<file path="src/rtl/core/plr_pkg.sv">
// shared constants and codes for the positional linked list core
// no dependencies; compile first
package plr_pkg;

   // fixed payload widths
   localparam int ACTION_W   = 2;
   localparam int POSITION_W = 7;
   localparam int VALUE_W    = 32;
   localparam int STATUS_W   = 2;
   localparam int LENGTH_W   = 7;

   // default node store size
   localparam int CAPACITY_DEF = 64;

   // request actions (code 3 is undefined and fails)
   typedef enum logic [ACTION_W-1:0] {
      ACT_GET    = 2'd0,
      ACT_INSERT = 2'd1,
      ACT_DELETE = 2'd2
   } action_type;

   // response status codes
   typedef enum logic [STATUS_W-1:0] {
      ST_OK    = 2'd0,
      ST_RANGE = 2'd1,
      ST_FULL  = 2'd2
   } status_type;

endpackage

</file>
<file path="src/rtl/core/plr_if.sv">
// valid/ready channel interfaces for the request and response beats
// depends on plr_pkg
interface plr_req_if;
   import plr_pkg::*;

   logic                         valid;
   logic                         ready;
   logic [ACTION_W-1:0]          action;
   logic [POSITION_W-1:0]        position;
   logic signed [VALUE_W-1:0]    item_value;

   modport source (output valid, action, position, item_value, input ready);
   modport sink   (input valid, action, position, item_value, output ready);
endinterface

interface plr_rsp_if;
   import plr_pkg::*;

   logic                         valid;
   logic                         ready;
   logic [STATUS_W-1:0]          status;
   logic signed [VALUE_W-1:0]    read_value;
   logic [LENGTH_W-1:0]          length;

   modport source (output valid, status, read_value, length, input ready);
   modport sink   (input valid, status, read_value, length, output ready);
endinterface

</file>
<file path="src/rtl/core/positional_linked_list_core.sv">
// positional linked list core: top level, sequencer and node store
// depends on plr_pkg, plr_if (plr_req_if, plr_rsp_if) and plr_ram
//
// Holds an ordered list of up to CAPACITY signed 32-bit values in two node
// memories (values and next links) with a free list of unused nodes. Each
// request beat gets, inserts before, or deletes the element at a one-based
// position and returns one response beat with status, the element read or
// removed, and the resulting length. One request is handled at a time: the
// walk from the head follows one link per cycle through the link memory's
// read port. A finished response sits in an output register, so the next
// request is taken while it waits. Link memory entries never allocated
// since reset read as their reset chain through a fill count, so no
// clearing pass is needed after reset.
module positional_linked_list_core #(
   parameter int CAPACITY = plr_pkg::CAPACITY_DEF
) (
   input  logic       clock,
   input  logic       reset,
   plr_req_if.sink    req_chan,
   plr_rsp_if.source  rsp_chan
);
   import plr_pkg::*;

   localparam int IDX_W  = $clog2(CAPACITY + 1);
   localparam int ADDR_W = (CAPACITY > 1) ? $clog2(CAPACITY) : 1;
   localparam int CMP_W  = ((IDX_W > POSITION_W) ? IDX_W : POSITION_W) + 1;
   localparam logic [IDX_W-1:0] NULL_IDX = IDX_W'(CAPACITY);

   typedef enum logic [3:0] {
      S_IDLE,
      S_WALK,
      S_GET_VAL,
      S_INS_POP,
      S_INS_LINK,
      S_INS_SPLICE,
      S_INS_HOOK,
      S_DEL_NEXT,
      S_DEL_RDQ,
      S_DEL_UNLINK,
      S_DEL_FREE,
      S_DONE
   } state_type;

   state_type                state_ff;
   logic [ACTION_W-1:0]      act_ff;
   logic                     pos_one_ff;
   logic [VALUE_W-1:0]       val_ff;
   logic [POSITION_W-1:0]    steps_ff;
   logic [IDX_W-1:0]         node_ff;
   logic                     pend_ff;
   logic [IDX_W-1:0]         new_ff;
   logic [IDX_W-1:0]         del_ff;
   logic [IDX_W-1:0]         head_ff;
   logic [IDX_W-1:0]         free_ff;
   logic [IDX_W-1:0]         fill_ff;
   logic [IDX_W-1:0]         count_ff;
   logic [STATUS_W-1:0]      res_status_ff;
   logic [VALUE_W-1:0]       res_value_ff;
   logic                     rsp_valid_ff;
   logic [STATUS_W-1:0]      rsp_status_ff;
   logic [VALUE_W-1:0]       rsp_value_ff;
   logic [LENGTH_W-1:0]      rsp_length_ff;

   // memory ports
   logic                     link_wr_en;
   logic [ADDR_W-1:0]        link_wr_addr;
   logic [IDX_W-1:0]         link_wr_data;
   logic                     link_rd_en;
   logic [ADDR_W-1:0]        link_rd_addr;
   logic [IDX_W-1:0]         link_rd;
   logic                     value_wr_en;
   logic [ADDR_W-1:0]        value_wr_addr;
   logic                     value_rd_en;
   logic [ADDR_W-1:0]        value_rd_addr;
   logic [VALUE_W-1:0]       value_rd;

   logic                     req_beat;
   logic                     rsp_beat;
   logic [CMP_W-1:0]         pos_x;
   logic [CMP_W-1:0]         cnt_x;
   logic                     pos_ok_read;
   logic                     pos_ok_ins;
   logic                     store_full;
   logic [IDX_W-1:0]         cur_idx;
   logic                     fresh;
   logic [IDX_W-1:0]         free_next;

   plr_ram #(.WIDTH(IDX_W), .DEPTH(CAPACITY)) u_link_ram (
      .clock   (clock),
      .wr_en   (link_wr_en),
      .wr_addr (link_wr_addr),
      .wr_data (link_wr_data),
      .rd_en   (link_rd_en),
      .rd_addr (link_rd_addr),
      .rd_data (link_rd)
   );

   plr_ram #(.WIDTH(VALUE_W), .DEPTH(CAPACITY)) u_value_ram (
      .clock   (clock),
      .wr_en   (value_wr_en),
      .wr_addr (value_wr_addr),
      .wr_data (val_ff),
      .rd_en   (value_rd_en),
      .rd_addr (value_rd_addr),
      .rd_data (value_rd)
   );

   // handshakes
   assign req_chan.ready      = (state_ff == S_IDLE);
   assign req_beat            = req_chan.valid && (state_ff == S_IDLE);
   assign rsp_beat            = rsp_valid_ff && rsp_chan.ready;
   assign rsp_chan.valid      = rsp_valid_ff;
   assign rsp_chan.status     = rsp_status_ff;
   assign rsp_chan.read_value = rsp_value_ff;
   assign rsp_chan.length     = rsp_length_ff;

   // range and capacity checks on the incoming beat
   assign pos_x       = CMP_W'(req_chan.position);
   assign cnt_x       = CMP_W'(count_ff);
   assign pos_ok_read = (req_chan.position != '0) && (pos_x <= cnt_x);
   assign pos_ok_ins  = (req_chan.position != '0) && (pos_x <= cnt_x + CMP_W'(1));
   assign store_full  = (count_ff >= NULL_IDX) || (free_ff == NULL_IDX);

   // current walk node: link just read, or the start node
   assign cur_idx = pend_ff ? link_rd : node_ff;

   // never-allocated nodes are treated as the reset chain i -> i+1
   assign fresh     = (free_ff >= fill_ff);
   assign free_next = fresh ? (free_ff + IDX_W'(1)) : link_rd;

   // memory access decode per state
   always_comb begin
      link_wr_en    = 1'b0;
      link_wr_addr  = free_ff[ADDR_W-1:0];
      link_wr_data  = head_ff;
      link_rd_en    = 1'b0;
      link_rd_addr  = cur_idx[ADDR_W-1:0];
      value_wr_en   = 1'b0;
      value_wr_addr = free_ff[ADDR_W-1:0];
      value_rd_en   = 1'b0;
      value_rd_addr = cur_idx[ADDR_W-1:0];
      unique case (state_ff)
         S_WALK: begin
            if (steps_ff != '0) begin
               link_rd_en = 1'b1;
            end else if (act_ff == ACT_GET) begin
               value_rd_en = 1'b1;
            end else if (act_ff == ACT_DELETE) begin
               link_rd_en = 1'b1;
            end
         end
         S_INS_POP: begin
            link_rd_en   = 1'b1;
            link_rd_addr = free_ff[ADDR_W-1:0];
         end
         S_INS_LINK: begin
            value_wr_en = 1'b1;
            if (pos_one_ff) begin
               link_wr_en = 1'b1;
            end else begin
               link_rd_en   = 1'b1;
               link_rd_addr = node_ff[ADDR_W-1:0];
            end
         end
         S_INS_SPLICE: begin
            link_wr_en   = 1'b1;
            link_wr_addr = new_ff[ADDR_W-1:0];
            link_wr_data = link_rd;
         end
         S_INS_HOOK: begin
            link_wr_en   = 1'b1;
            link_wr_addr = node_ff[ADDR_W-1:0];
            link_wr_data = new_ff;
         end
         S_DEL_NEXT: begin
            link_rd_en    = 1'b1;
            link_rd_addr  = link_rd[ADDR_W-1:0];
            value_rd_en   = 1'b1;
            value_rd_addr = link_rd[ADDR_W-1:0];
         end
         S_DEL_RDQ: begin
            link_rd_en    = 1'b1;
            link_rd_addr  = del_ff[ADDR_W-1:0];
            value_rd_en   = 1'b1;
            value_rd_addr = del_ff[ADDR_W-1:0];
         end
         S_DEL_UNLINK: begin
            if (!pos_one_ff) begin
               link_wr_en   = 1'b1;
               link_wr_addr = node_ff[ADDR_W-1:0];
               link_wr_data = link_rd;
            end
         end
         S_DEL_FREE: begin
            link_wr_en   = 1'b1;
            link_wr_addr = del_ff[ADDR_W-1:0];
            link_wr_data = free_ff;
         end
         default: begin
         end
      endcase
   end

   // sequencer, list registers and response register
   always_ff @(posedge clock) begin
      if (reset) begin
         state_ff     <= S_IDLE;
         pend_ff      <= 1'b0;
         head_ff      <= NULL_IDX;
         free_ff      <= '0;
         fill_ff      <= '0;
         count_ff     <= '0;
         rsp_valid_ff <= 1'b0;
      end else begin
         if (rsp_beat) begin
            rsp_valid_ff <= 1'b0;
         end
         unique case (state_ff)
            S_IDLE: begin
               if (req_beat) begin
                  act_ff        <= req_chan.action;
                  pos_one_ff    <= (req_chan.position == POSITION_W'(1));
                  val_ff        <= req_chan.item_value;
                  node_ff       <= head_ff;
                  del_ff        <= head_ff;
                  pend_ff       <= 1'b0;
                  res_status_ff <= ST_RANGE;
                  res_value_ff  <= '0;
                  state_ff      <= S_DONE;
                  case (req_chan.action)
                     ACT_GET: begin
                        steps_ff <= req_chan.position - POSITION_W'(1);
                        if (pos_ok_read) begin
                           state_ff <= S_WALK;
                        end
                     end
                     ACT_INSERT: begin
                        steps_ff <= req_chan.position - POSITION_W'(2);
                        if (pos_ok_ins && store_full) begin
                           res_status_ff <= ST_FULL;
                        end else if (pos_ok_ins) begin
                           state_ff <= (req_chan.position == POSITION_W'(1)) ?
                                       S_INS_POP : S_WALK;
                        end
                     end
                     ACT_DELETE: begin
                        steps_ff <= req_chan.position - POSITION_W'(2);
                        if (pos_ok_read) begin
                           state_ff <= (req_chan.position == POSITION_W'(1)) ?
                                       S_DEL_RDQ : S_WALK;
                        end
                     end
                     default: begin
                     end
                  endcase
               end
            end
            // one link per cycle from the head
            S_WALK: begin
               node_ff <= cur_idx;
               if (steps_ff != '0) begin
                  pend_ff  <= 1'b1;
                  steps_ff <= steps_ff - POSITION_W'(1);
               end else begin
                  pend_ff <= 1'b0;
                  case (act_ff)
                     ACT_GET:    state_ff <= S_GET_VAL;
                     ACT_INSERT: state_ff <= S_INS_POP;
                     default:    state_ff <= S_DEL_NEXT;
                  endcase
               end
            end
            S_GET_VAL: begin
               res_status_ff <= ST_OK;
               res_value_ff  <= value_rd;
               state_ff      <= S_DONE;
            end
            S_INS_POP: begin
               state_ff <= S_INS_LINK;
            end
            // take the free head, store the value
            S_INS_LINK: begin
               new_ff  <= free_ff;
               free_ff <= free_next;
               if (fresh) begin
                  fill_ff <= free_ff + IDX_W'(1);
               end
               if (pos_one_ff) begin
                  head_ff       <= free_ff;
                  count_ff      <= count_ff + IDX_W'(1);
                  res_status_ff <= ST_OK;
                  state_ff      <= S_DONE;
               end else begin
                  state_ff <= S_INS_SPLICE;
               end
            end
            S_INS_SPLICE: begin
               state_ff <= S_INS_HOOK;
            end
            S_INS_HOOK: begin
               count_ff      <= count_ff + IDX_W'(1);
               res_status_ff <= ST_OK;
               state_ff      <= S_DONE;
            end
            S_DEL_NEXT: begin
               del_ff   <= link_rd;
               state_ff <= S_DEL_UNLINK;
            end
            S_DEL_RDQ: begin
               state_ff <= S_DEL_UNLINK;
            end
            // bypass the removed node
            S_DEL_UNLINK: begin
               res_value_ff <= value_rd;
               if (pos_one_ff) begin
                  head_ff <= link_rd;
               end
               state_ff <= S_DEL_FREE;
            end
            // removed node goes to the front of the free list
            S_DEL_FREE: begin
               free_ff       <= del_ff;
               count_ff      <= count_ff - IDX_W'(1);
               res_status_ff <= ST_OK;
               state_ff      <= S_DONE;
            end
            // load the response register once it is free
            S_DONE: begin
               if (!rsp_valid_ff || rsp_chan.ready) begin
                  rsp_valid_ff  <= 1'b1;
                  rsp_status_ff <= res_status_ff;
                  rsp_value_ff  <= res_value_ff;
                  rsp_length_ff <= LENGTH_W'(count_ff);
                  state_ff      <= S_IDLE;
               end
            end
            default: begin
               state_ff <= S_IDLE;
            end
         endcase
      end
   end

endmodule

</file>
<file path="src/rtl/core/plr_ram.sv">
// generic simple dual-port ram: one write port, one read port, registered read data
// no dependencies
module plr_ram #(
   parameter  int WIDTH  = 32,
   parameter  int DEPTH  = 64,
   localparam int ADDR_W = (DEPTH > 1) ? $clog2(DEPTH) : 1
) (
   input  logic              clock,
   input  logic              wr_en,
   input  logic [ADDR_W-1:0] wr_addr,
   input  logic [WIDTH-1:0]  wr_data,
   input  logic              rd_en,
   input  logic [ADDR_W-1:0] rd_addr,
   output logic [WIDTH-1:0]  rd_data
);

   logic [WIDTH-1:0] mem_ff [DEPTH];

   // write port
   always_ff @(posedge clock) begin
      if (wr_en) begin
         mem_ff[wr_addr] <= wr_data;
      end
   end

   // registered read port
   always_ff @(posedge clock) begin
      if (rd_en) begin
         rd_data <= mem_ff[rd_addr];
      end
   end

endmodule
</file>
<file path="src/flat_wrapper.sv">
// flat-port wrapper written by rule: the top's interface ports become plain ports
module positional_linked_list_core_flat import plr_pkg::*;
#(
   parameter int CAPACITY = plr_pkg::CAPACITY_DEF
)
  (clock, reset, req_chan_valid, req_chan_action, req_chan_position, req_chan_item_value, req_chan_ready, rsp_chan_valid, rsp_chan_status, rsp_chan_read_value, rsp_chan_length, rsp_chan_ready);
  plr_req_if req_chan_i ();
  plr_rsp_if rsp_chan_i ();
  input  logic clock;
  input  logic reset;
  input wire logic [$bits(req_chan_i.valid)-1:0] req_chan_valid;
  input wire logic [$bits(req_chan_i.action)-1:0] req_chan_action;
  input wire logic [$bits(req_chan_i.position)-1:0] req_chan_position;
  input wire logic [$bits(req_chan_i.item_value)-1:0] req_chan_item_value;
  output wire logic [$bits(req_chan_i.ready)-1:0] req_chan_ready;
  output wire logic [$bits(rsp_chan_i.valid)-1:0] rsp_chan_valid;
  output wire logic [$bits(rsp_chan_i.status)-1:0] rsp_chan_status;
  output wire logic [$bits(rsp_chan_i.read_value)-1:0] rsp_chan_read_value;
  output wire logic [$bits(rsp_chan_i.length)-1:0] rsp_chan_length;
  input wire logic [$bits(rsp_chan_i.ready)-1:0] rsp_chan_ready;
  assign req_chan_i.valid = req_chan_valid;
  assign req_chan_i.action = req_chan_action;
  assign req_chan_i.position = req_chan_position;
  assign req_chan_i.item_value = req_chan_item_value;
  assign req_chan_ready = req_chan_i.ready;
  assign rsp_chan_valid = rsp_chan_i.valid;
  assign rsp_chan_status = rsp_chan_i.status;
  assign rsp_chan_read_value = rsp_chan_i.read_value;
  assign rsp_chan_length = rsp_chan_i.length;
  assign rsp_chan_i.ready = rsp_chan_ready;
  positional_linked_list_core #(.CAPACITY(CAPACITY)) u_core (.clock(clock), .reset(reset), .req_chan(req_chan_i), .rsp_chan(rsp_chan_i));
endmodule
</file>
<file path="config.mk">
export PLATFORM = sky130hd
export DESIGN_NAME = positional_linked_list_core_flat
export DESIGN_NICKNAME = d
export VERILOG_FILES = /design/src/rtl/core/plr_pkg.sv /design/src/rtl/core/plr_if.sv /design/src/rtl/core/positional_linked_list_core.sv /design/src/rtl/core/plr_ram.sv /design/src/flat_wrapper.sv
export SDC_FILE = /design/constraint.sdc
export NUM_CORES = 2
export LEC_CHECK = 0
export BUFFER_PORTS_ARGS = -buffer_cell sky130_fd_sc_hd__buf_2
export CELL_PAD_IN_SITES_DETAIL_PLACEMENT = 0
export CELL_PAD_IN_SITES_GLOBAL_PLACEMENT = 1
export CORE_ASPECT_RATIO = 0.75
export CORE_MARGIN = 2
export CORE_UTILIZATION = 34
export CTS_BUF_LIST = sky130_fd_sc_hd__clkbuf_4
export DETAILED_ROUTE_END_ITERATION = 8
export GPL_TIMING_DRIVEN = 0
export PLACE_DENSITY_LB_ADDON = 0.1
export SLEW_MARGIN = 20
export SYNTH_ARGS = -nofsm -noshare
export SYNTH_HDL_FRONTEND = slang
export SYNTH_SLANG_ARGS = --single-unit
</file>
<file path="constraint.sdc">
create_clock -name clock -period 12.9 [get_ports clock]
set_input_delay 1.935 -clock clock [delete_from_list [all_inputs] [get_ports clock]]
set_output_delay 1.935 -clock clock [all_outputs]
set_load 0.03 [all_outputs]
</file>
==> impl_metrics.yaml <==
worst_setup_path:
  worstPathMaxFanout: 10
  critPathKind: "reg2reg"
  arrival_ns: 7.59
  r2r_cells: 13
  ff2ff_setup_slack_ns: 6.52
  r2r-end: "u_core.u_value_ram.rd_data[2]"
  worstPathRequired_ns: 14.11
  worst_setup_path_start_kind: "flip-flop"
  r2r_start: "u_core.state_ff[2]"
  worst_setup_path_end_kind: "flip-flop"
power_and_ir_drop:
  p_switching_mw: 14.4
  powerDensity_nw_per_um2: 248
  intPower_mw: 17.6
  combPwrFrac_pct: 43.6
  power.clock.fraction_pct: 24.1
  swShare_pct: 44.9
  p_total_mw: 32.0
  p_leak_nw: 44.1
  seq_power_share_pct: 32.4
  vdd_drop_max_mv: 0.115
timing:
  fmax_mhz: 157
  fin_setup_tns_ns: 0
  post-route-period-util_pct: 49.5
  worst_pin_slew_ns: 1.36
  setup_ws_ns: 6.52
  fin_crit_ns: 6.38
  final-hold-violation-count: 0
  setup_viol: 0
  drv_slew: 0
  grt_setup_unrepaired: "no"
  max_slew_margin_pct: 9.19
  holdWs_ns: 0.400
  fin_skew_ns: 0.139
detailed_routing:
  routed_wl_um: 418000
  drc_errors: 1
  ant_nets: 0
  via_count: 75450
  post_drt_wl_per_cell_um: 30.1
  drtIter0Drc: 9963
  dr.pass1.iters: 9
  avgViaCountPerCell: 5.43
synth:
  synth-simple-area-share_pct: 14.4
  synthCells: 8065
  synth-main-ff-cell: "edfxtp_1"
  synth-edff-count: 2672
  synthMuxAreaShare_pct: 1.21
  ys_seq_area_share_pct: 74.5
  synth-compound-area-share_pct: 6.75
  synth.distinct_cells: 70
  ys_ff_latch: 2706
  async_reset_ff_share_pct: 0
  synthXorXnorAreaFrac_pct: 0.242
  synth_top_family_by_area: "simple AND/OR/NAND/NOR gates"
  synth_nets: 8151
  syn_area_um2: 109000
  synth-adder-area-share_pct: 0.480
  ys.warnings.count: 0
  avgSynthCellArea_um2: 13.5
global_routing:
  grt_pass1_vias: 70680
  antenna_found_initial: 63
  grt_start_max_net_pins: 65
  overflow: 0
  grt_first_pass_wirelength_um: 570000
  grt_usage_pct: 25.2
cts:
  post_cts_buffers: 0
  tritoncts: "yes"
  cts.sinks: 2706
  hold_buffers: 0
  path_clk_slew_ns: 0.07
  cts_buffer_depth: 4
  htreeDepth: 6
  cts-root-buf: "clkbuf_4"
  cts_resized: 0
  cts_made_buffers: 709
  worst_skew_pair.late_latency_ns: 1.43
floorplanning:
  core_area_um2: 317000
  start_util_pct: 34.2
  die_x_um: 656
  die_y_um: 493
  die_area_um2: 324000
  rows: 179
  pin_count: 88
run:
  cap_violations: 0
hold_path:
  hold_depth: 0
  worstHoldStart: "u_core.res_value_ff[19]"
  whs_endpoint: "u_core.rsp_chan.read_value[19]"
  hp-class: "reg2reg"
place:
  io_buffers: 86
  dpl_worst_slack_ns: 6.59
  dp.cells: 12654
  place_congestion: 0.912
  hpwl_um: 309000
layout:
  final_common_cell: "edfxtp_1"
  area_growth_pct: 18.6
  stdcell_count: 13907
  nets: 9209
  layout_common_cells: "edfxtp_1, nand2_1, clkbuf_4"
  layout-drive-gt1-share_pct: 19.0
  fill_cells: 30175
run_status:
  status: "finished with violations"
  violations: "design-rule violations"
-- metal layers --
layer	vias up	part of all wire (%)	global-route usage [%]
met2	3687	39	33.2
met4	22	1.9	5.92
met3	521	9.8	6.63
li1	32732	-	-
met1	38488	49	40.4
met5	-	0.035	0
-- layout make-up --
cell class | count | area [µm²] | share of cell area (%)
antenna | 43 | 108 | 0.0836
buffer | 539 | 2440 | 1.89
clock buffer | 1065 | 8000 | 6.21
clock inverter | 134 | 982 | 0.763
inverter | 33 | 124 | 0.0962
multi-input combinational | 4787 | 25700 | 20.0
sequential | 2706 | 80900 | 62.8
tap | 4253 | 5320 | 4.13
timing repair buffer | 347 | 5140 | 3.99
-- power by group through the flow --
stage	combinational, mW	clock [mW]	sequential [mW]
floorplan	6.51	0	10.6
global placement	12.9	0	11.0
detailed placement	13.6	0	10.5
CTS	13.6	7.86	10.4
global route	14.6	8.29	10.4
finish	13.9	7.69	10.4
-- state kept, by name, summed over array words and instances (netlist names) --
register,flops
u_core.u_value_ram.mem_ff,2048
u_core.u_value_ram.rd_data,32
u_core.node_ff,6
u_core.rsp_chan.length,7
u_core.new_ff,7
u_core.res_value_ff,32
u_core.del_ff,7
u_core.free_ff,7
u_core.u_link_ram.mem_ff,448
u_core.rsp_chan.valid,1
u_core.u_link_ram.rd_data,7
u_core.state_ff,4
u_core.rsp_chan.status,2
u_core.val_ff,32
u_core.rsp_chan.read_value,32
u_core.pend_ff,1
u_core.act_ff,2
u_core.fill_ff,7
u_core.steps_ff,7
u_core.count_ff,7
u_core.pos_one_ff,1
u_core.head_ff,7
u_core.res_status_ff,2
-- through the flow --
step,util [%],instance area [µm²]
floorplan,-,109000
global placement,36.0,114000
detailed placement,37.7,120000
CTS,40.5,129000
global route,40.6,129000
finish,40.6,129000
-- Yosys cell counts, types with 9 or more instances --
master | number | area share [%]
edfxtp_1 | 2672 | 74
nand2_1 | 2236 | 7.7
nand3_1 | 630 | 2.9
clkbuf_1 | 287 | 0.99
a311oi_1 | 247 | 2.0
a31oi_1 | 244 | 1.4
nor2_1 | 220 | 0.76
and3_1 | 192 | 1.1
buf_2 | 179 | 0.83
a211oi_1 | 150 | 1.0
and2_1 | 137 | 0.79
a21oi_1 | 116 | 0.53
a22oi_1 | 115 | 0.80
mux2i_1 | 92 | 0.85
buf_1 | 42 | 0.15
ha_1 | 40 | 0.46
o21ai_0 | 37 | 0.17
dfxtp_1 | 34 | 0.63
inv_1 | 33 | 0.11
nor3_1 | 32 | 0.15
and4_1 | 31 | 0.25
nor4_1 | 22 | 0.13
nand3b_1 | 20 | 0.14
xnor2_1 | 18 | 0.15
buf_4 | 17 | 0.12
mux4_2 | 17 | 0.35
a21o_1 | 16 | 0.11
buf_6 | 14 | 0.15
xor2_1 | 12 | 0.097
a222oi_1 | 11 | 0.10
or2_2 | 11 | 0.063
o221ai_1 | 9 | 0.073
-- worst max-delay path by stage --
stage | depth (start not counted) | start | slack (ns) | to
floorplan | 3 | reset | 7.06 | u_core.rsp_chan.length[0]
CTS | 13 | u_core.state_ff[2] | 6.66 | u_core.u_value_ram.rd_data[3]
global route | 13 | u_core.state_ff[2] | 6.36 | u_core.u_value_ram.rd_data[3]
detailed placement | 13 | u_core.state_ff[2] | 6.59 | u_core.u_value_ram.rd_data[3]
global placement | 3 | reset | 2.58 | u_core.rsp_chan.read_value[2]
finish | 13 | u_core.state_ff[2] | 6.52 | u_core.u_value_ram.rd_data[2]
-- cell families (layout without fill, tap and decap cells) --
group	after synthesis	after routing
other cells	0	43
simple gates	3590	3590
mux	110	110
fa+ha+maj	41	41
flops	2706	2706
buf+inv	572	2118
compound gates	1016	1016
xor+xnor	30	30
-- critical path: stages (launching register included) --
cell and delay [ns]:
dfxtp_1 0.31, buf_4 0.17, buf_2 0.20, nand4b_1 0.43, nand2_2 0.32, o221ai_1 0.23
buf_2 0.56, clkbuf_1 0.88, clkbuf_1 0.79, nand2_1 0.15, a311oi_1 0.72, a211oi_1 0.28
a21oi_1 0.72, and4_1 0.42
Power figures use the tool's default switching activity.
